==> src/sv/b36_pkg.sv <==
// ----------------------------------------------------------------------------
// b36_pkg
// Shared types, constants and the digit character function for the base-36
// digit encoder.
// ----------------------------------------------------------------------------
package b36_pkg;

  // default depth of the digit store
  localparam int unsigned DEF_MAX_DIGITS = 13;

  // input value and division chunking
  localparam int unsigned VALUE_W   = 64;
  localparam int unsigned CHUNK_W   = 16;
  localparam int unsigned NUM_CHUNK = VALUE_W / CHUNK_W;
  localparam int unsigned CHUNK_CW  = $clog2(NUM_CHUNK);

  // digit and character widths
  localparam int unsigned DIGIT_W = 6;
  localparam int unsigned CHAR_W  = 7;

  // one partial dividend: remainder in front of one chunk
  localparam int unsigned PART_W  = DIGIT_W + CHUNK_W;
  // dividend / 36 is done as (dividend >> 2) / 9 by reciprocal multiply
  localparam int unsigned QUART_W = PART_W - 2;
  localparam int unsigned RECIP_S = QUART_W + 3;
  localparam int unsigned RECIP_W = QUART_W;
  localparam logic [RECIP_W-1:0] Recip9 = RECIP_W'(((1 << RECIP_S) + 8) / 9);
  localparam int unsigned PROD_W  = QUART_W + RECIP_W;

  localparam logic [DIGIT_W-1:0] Radix = DIGIT_W'(36);

  // controller states
  typedef enum logic [1:0] {
    ST_IDLE,
    ST_DIV,
    ST_EMIT
  } state_t;

  // controller to datapath commands
  typedef struct packed {
    logic load;
    logic step;
    logic emit;
  } cmd_t;

  // datapath to controller status
  typedef struct packed {
    logic digit_done;
    logic conv_done;
    logic emit_last;
  } stat_t;

  // remainder to lowercase ascii digit
  function automatic logic [CHAR_W-1:0] digit_char(input logic [DIGIT_W-1:0] d);
    logic [CHAR_W-1:0] ch;
    if (d < DIGIT_W'(10)) begin
      ch = CHAR_W'(48) + CHAR_W'(d);
    end else if (d < Radix) begin
      ch = CHAR_W'(87) + CHAR_W'(d);
    end else begin
      ch = CHAR_W'(48);
    end
    return ch;
  endfunction

endpackage

==> src/sv/b36_ctrl.sv <==
// ----------------------------------------------------------------------------
// b36_ctrl
// Sequencer for the base-36 encoder: load, divide digit by digit, then
// emit the stored digits.
// ----------------------------------------------------------------------------
module b36_ctrl (
  input  logic          clk,
  input  logic          rst,
  input  logic          start,
  input  b36_pkg::stat_t stat,
  output b36_pkg::cmd_t  cmd,
  output logic          busy
);
  import b36_pkg::*;

  state_t state;
  state_t state_next;

  // state register
  always_ff @(posedge clk) begin
    if (rst) begin
      state <= ST_IDLE;
    end else begin
      state <= state_next;
    end
  end

  // next state
  always_comb begin
    state_next = state;
    unique case (state)
      ST_IDLE: begin
        if (start) state_next = ST_DIV;
      end
      ST_DIV: begin
        if (stat.digit_done && stat.conv_done) state_next = ST_EMIT;
      end
      ST_EMIT: begin
        if (stat.emit_last) state_next = ST_IDLE;
      end
      default: state_next = ST_IDLE;
    endcase
  end

  // outputs
  always_comb begin
    cmd  = '0;
    busy = 1'b1;
    unique case (state)
      ST_IDLE: begin
        busy     = 1'b0;
        cmd.load = start;
      end
      ST_DIV: begin
        cmd.step = 1'b1;
      end
      ST_EMIT: begin
        cmd.emit = 1'b1;
      end
      default: begin
        busy = 1'b0;
      end
    endcase
  end

endmodule

==> config.mk <==
export PLATFORM = sky130hd
export DESIGN_NAME = b36_ctrl
export DESIGN_NICKNAME = d
export VERILOG_FILES = /design/src/sv/b36_pkg.sv /design/src/sv/b36_ctrl.sv
export SDC_FILE = /design/constraint.sdc
export NUM_CORES = 1
export LEC_CHECK = 0
export BUFFER_PORTS_ARGS = -buffer_cell sky130_fd_sc_hd__buf_2
export CORE_AREA = 4 4 41 43
export DETAILED_ROUTE_END_ITERATION = 6
export DIE_AREA = 0 0 45 47
export GPL_TIMING_DRIVEN = 0
export PLACE_DENSITY_LB_ADDON = 0.08
export SYNTH_ARGS = -nofsm -noshare
export SYNTH_HDL_FRONTEND = slang
export SYNTH_SLANG_ARGS = --single-unit
==> constraint.sdc <==
create_clock -name clk -period 2.64 [get_ports clk]
set_input_delay 0.264 -clock clk [delete_from_list [all_inputs] [get_ports clk]]
set_output_delay 0.264 -clock clk [all_outputs]
set_load 0.01 [all_outputs]
==> results.sh <==
export IMPL_dieArea_sq_um=2120
export IMPL_power_density_nw_per_um2=1120
export IMPL_relSlewSlack_pct=70.3
export IMPL_ctsHoldBuffers=0
export IMPL_die_x_microns=45
export IMPL_place_gp_congestion=0.735
export IMPL_io_buffers=9
export IMPL_reg2reg_depth=4
export IMPL_rsz0062_at_grt="false"
export IMPL_post_drt_wl_per_cell_microns=8.26
export IMPL_synthCells=20
export IMPL_reg2reg_slack_ns=1.23
export IMPL_status="finished, final reports clean"
export IMPL_top_regs="state (2)"
export IMPL_cp_data_required_time_ns=2.38
export IMPL_cts_path_max_buffers=2
export IMPL_post_cts_resized=0
export IMPL_place_area_sq_um=239
export IMPL_ir_drop_uv=196
export IMPL_layout_cells_non_filler=47
export IMPL_reg2reg_to="state[0]"
export IMPL_min_from="rst"
export IMPL_seq_area_frac_synth_pct=22.9
export IMPL_setup_viol=0
export IMPL_finalHoldViolations=0
export IMPL_r2r_start="state[0]"
export IMPL_clock_sinks=2
export IMPL_design_area_sq_um=262
export IMPL_vias_per_cell=3.53
export IMPL_total_power_w=0.000292
export IMPL_coreArea_sq_um=1300
export IMPL_fin_util_pct=20.1
export IMPL_final_common_cell="buf_2"
export IMPL_period_minus_slack_ns=1.43
export IMPL_grt_overflow_total=0
export IMPL_fin_worst_skew_ns=0.00345
export IMPL_cts_tree="built"
export IMPL_post_cts_buffers=0
export IMPL_io_pins=10
export IMPL_max_freq_mhz=700
export IMPL_antenna_found_initial=0
export IMPL_tightest_slew_ns=0.445
export IMPL_postRouteAntennaNets=0
export IMPL_final_cell_mix="buf_2, inv_1, ha_1, nand2_1, clkbuf_4"
export IMPL_dr_pass1_iters=4
export IMPL_drive_above_1_share_pct=43.8
export IMPL_diodes=0
export IMPL_num_vias=166
export IMPL_routed_wl_microns=388
export IMPL_row_count=13
export IMPL_synth_area_top_cells="ha_1, dfxtp_1, inv_1"
export IMPL_grt_pass1_vias=137
export IMPL_synth_top_area_cell="ha_1"
export IMPL_end_kind="primary output"
export IMPL_holdPathEnd="state[1]"
export IMPL_final_setup_tns_ns=0
export IMPL_leakagePower_nw=0.155
export IMPL_clock_latency_ns=0.22
export IMPL_grt_max_degree=4
export IMPL_area_growth_pct=49.3
export IMPL_grt_pass1_wl_microns=558
export IMPL_numCtsBuffers=3
export IMPL_die_h_microns=47
export IMPL_crit_fanout=3
export IMPL_top_register="state"
export IMPL_postSynthRegisterBits=2
export IMPL_critical_path_arrival_ns=1.17
export IMPL_max_cap_viol_count=0
export IMPL_final_nets=44
export IMPL_syn_area_sq_um=175
export IMPL_start_util_pct=13.5
export IMPL_maxSlewViolCount=0
export IMPL_synth_net_count=30
export IMPL_synth_top_area_share_pct=28.6
export IMPL_worstSetupStartpointType="flop"
export IMPL_avgSynthCellArea_sq_um=8.76
export IMPL_cts_root_buf="clkbuf_4"
export IMPL_critical_path_class="reg2out"
export IMPL_drc=0
export IMPL_min_path_type="in2reg"
export IMPL_place_inst=44
export IMPL_cts_max_level=1
export IMPL_grt_usage_pct=3.94
export IMPL_hold_path_depth=3
export IMPL_clkTransAtPathRegs_ns=0.03
export IMPL_fin_crit_sh_pct=54.1
export IMPL_yosysWarnings=0
export IMPL_largest_register_ffs=2
export IMPL_drt_iter0_drc=8
export IMPL_synth_distinct_cells=10
## routing by layer
metal	part of all wire, %	GRT usage (%)	up-vias
met5	0	0	-
met4	0	3.51	0
met1	42	3.84	67
li1	-	-	91
met3	11	1.53	0
met2	46	6.50	8
## report_power, final
group	internal, W	total (W)	leakage [nW]	switching, W
Sequential	0.0000449	0.0000559	0.0166	0.0000111
Combinational	0.0000856	0.000170	0.125	0.0000842
Clock	0.0000500	0.0000659	0.0138	0.0000159
## cell usage after synthesis
cell type  count
dfxtp_1        2
a222oi_1       1
ha_1           4
buf_4          1
a221o_2        1
o211a_1        1
and2_1         1
nand2_1        3
inv_1          5
mux2i_1        1
## logic make-up (layout without fill, tap and decap cells)
group / count (synthesis) / in the layout / synth area share, %
compound gates: 3 / 3 / 17.9
fa+ha+maj: 4 / 4 / 28.6
buf+inv: 6 / 18 / 15.0
flops: 2 / 2 / 22.9
mux: 1 / 1 / 5.71
simple gates: 4 / 4 / 10.0
## critical path, stage by stage (launching register included)
cell and delay (ns):
dfxtp_1 0.34, inv_1 0.09, ha_1 0.23, and2_1 0.16, buf_2 0.13
## cell type report
type                       instances  area (sq um)
buffer                             1          7.51
clock buffer                       3          22.5
fill                             162          1040
inverter                           5          18.8
multi-input combinational         12           109
sequential                         2          40.0
tap                               15          18.8
timing repair buffer               9          45.0
## per-stage QoR
step | setup slack, ns | hold WS, ns
after floorplan | 1.30 | 0.444
after detailed placement | 1.20 | 0.489
after global routing | 1.11 | 0.333
after global placement | 1.20 | 0.481
after CTS | 1.19 | 0.305
final | 1.21 | 0.312
## worst max-delay path by stage
stage / startpoint / to / slack (ns) / depth (start not counted)
2_1_floorplan: state[0] / state[0] / 1.30 / 4
3_3_place_gp: state[0] / state[0] / 1.20 / 4
3_5_place_dp: state[0] / state[0] / 1.20 / 4
4_1_cts: state[0] / cmd[2] / 1.19 / 4
5_1_grt: state[0] / state[0] / 1.11 / 4
6_report: state[0] / cmd[2] / 1.21 / 4
Note: power is estimated with default switching activity, not from simulation.
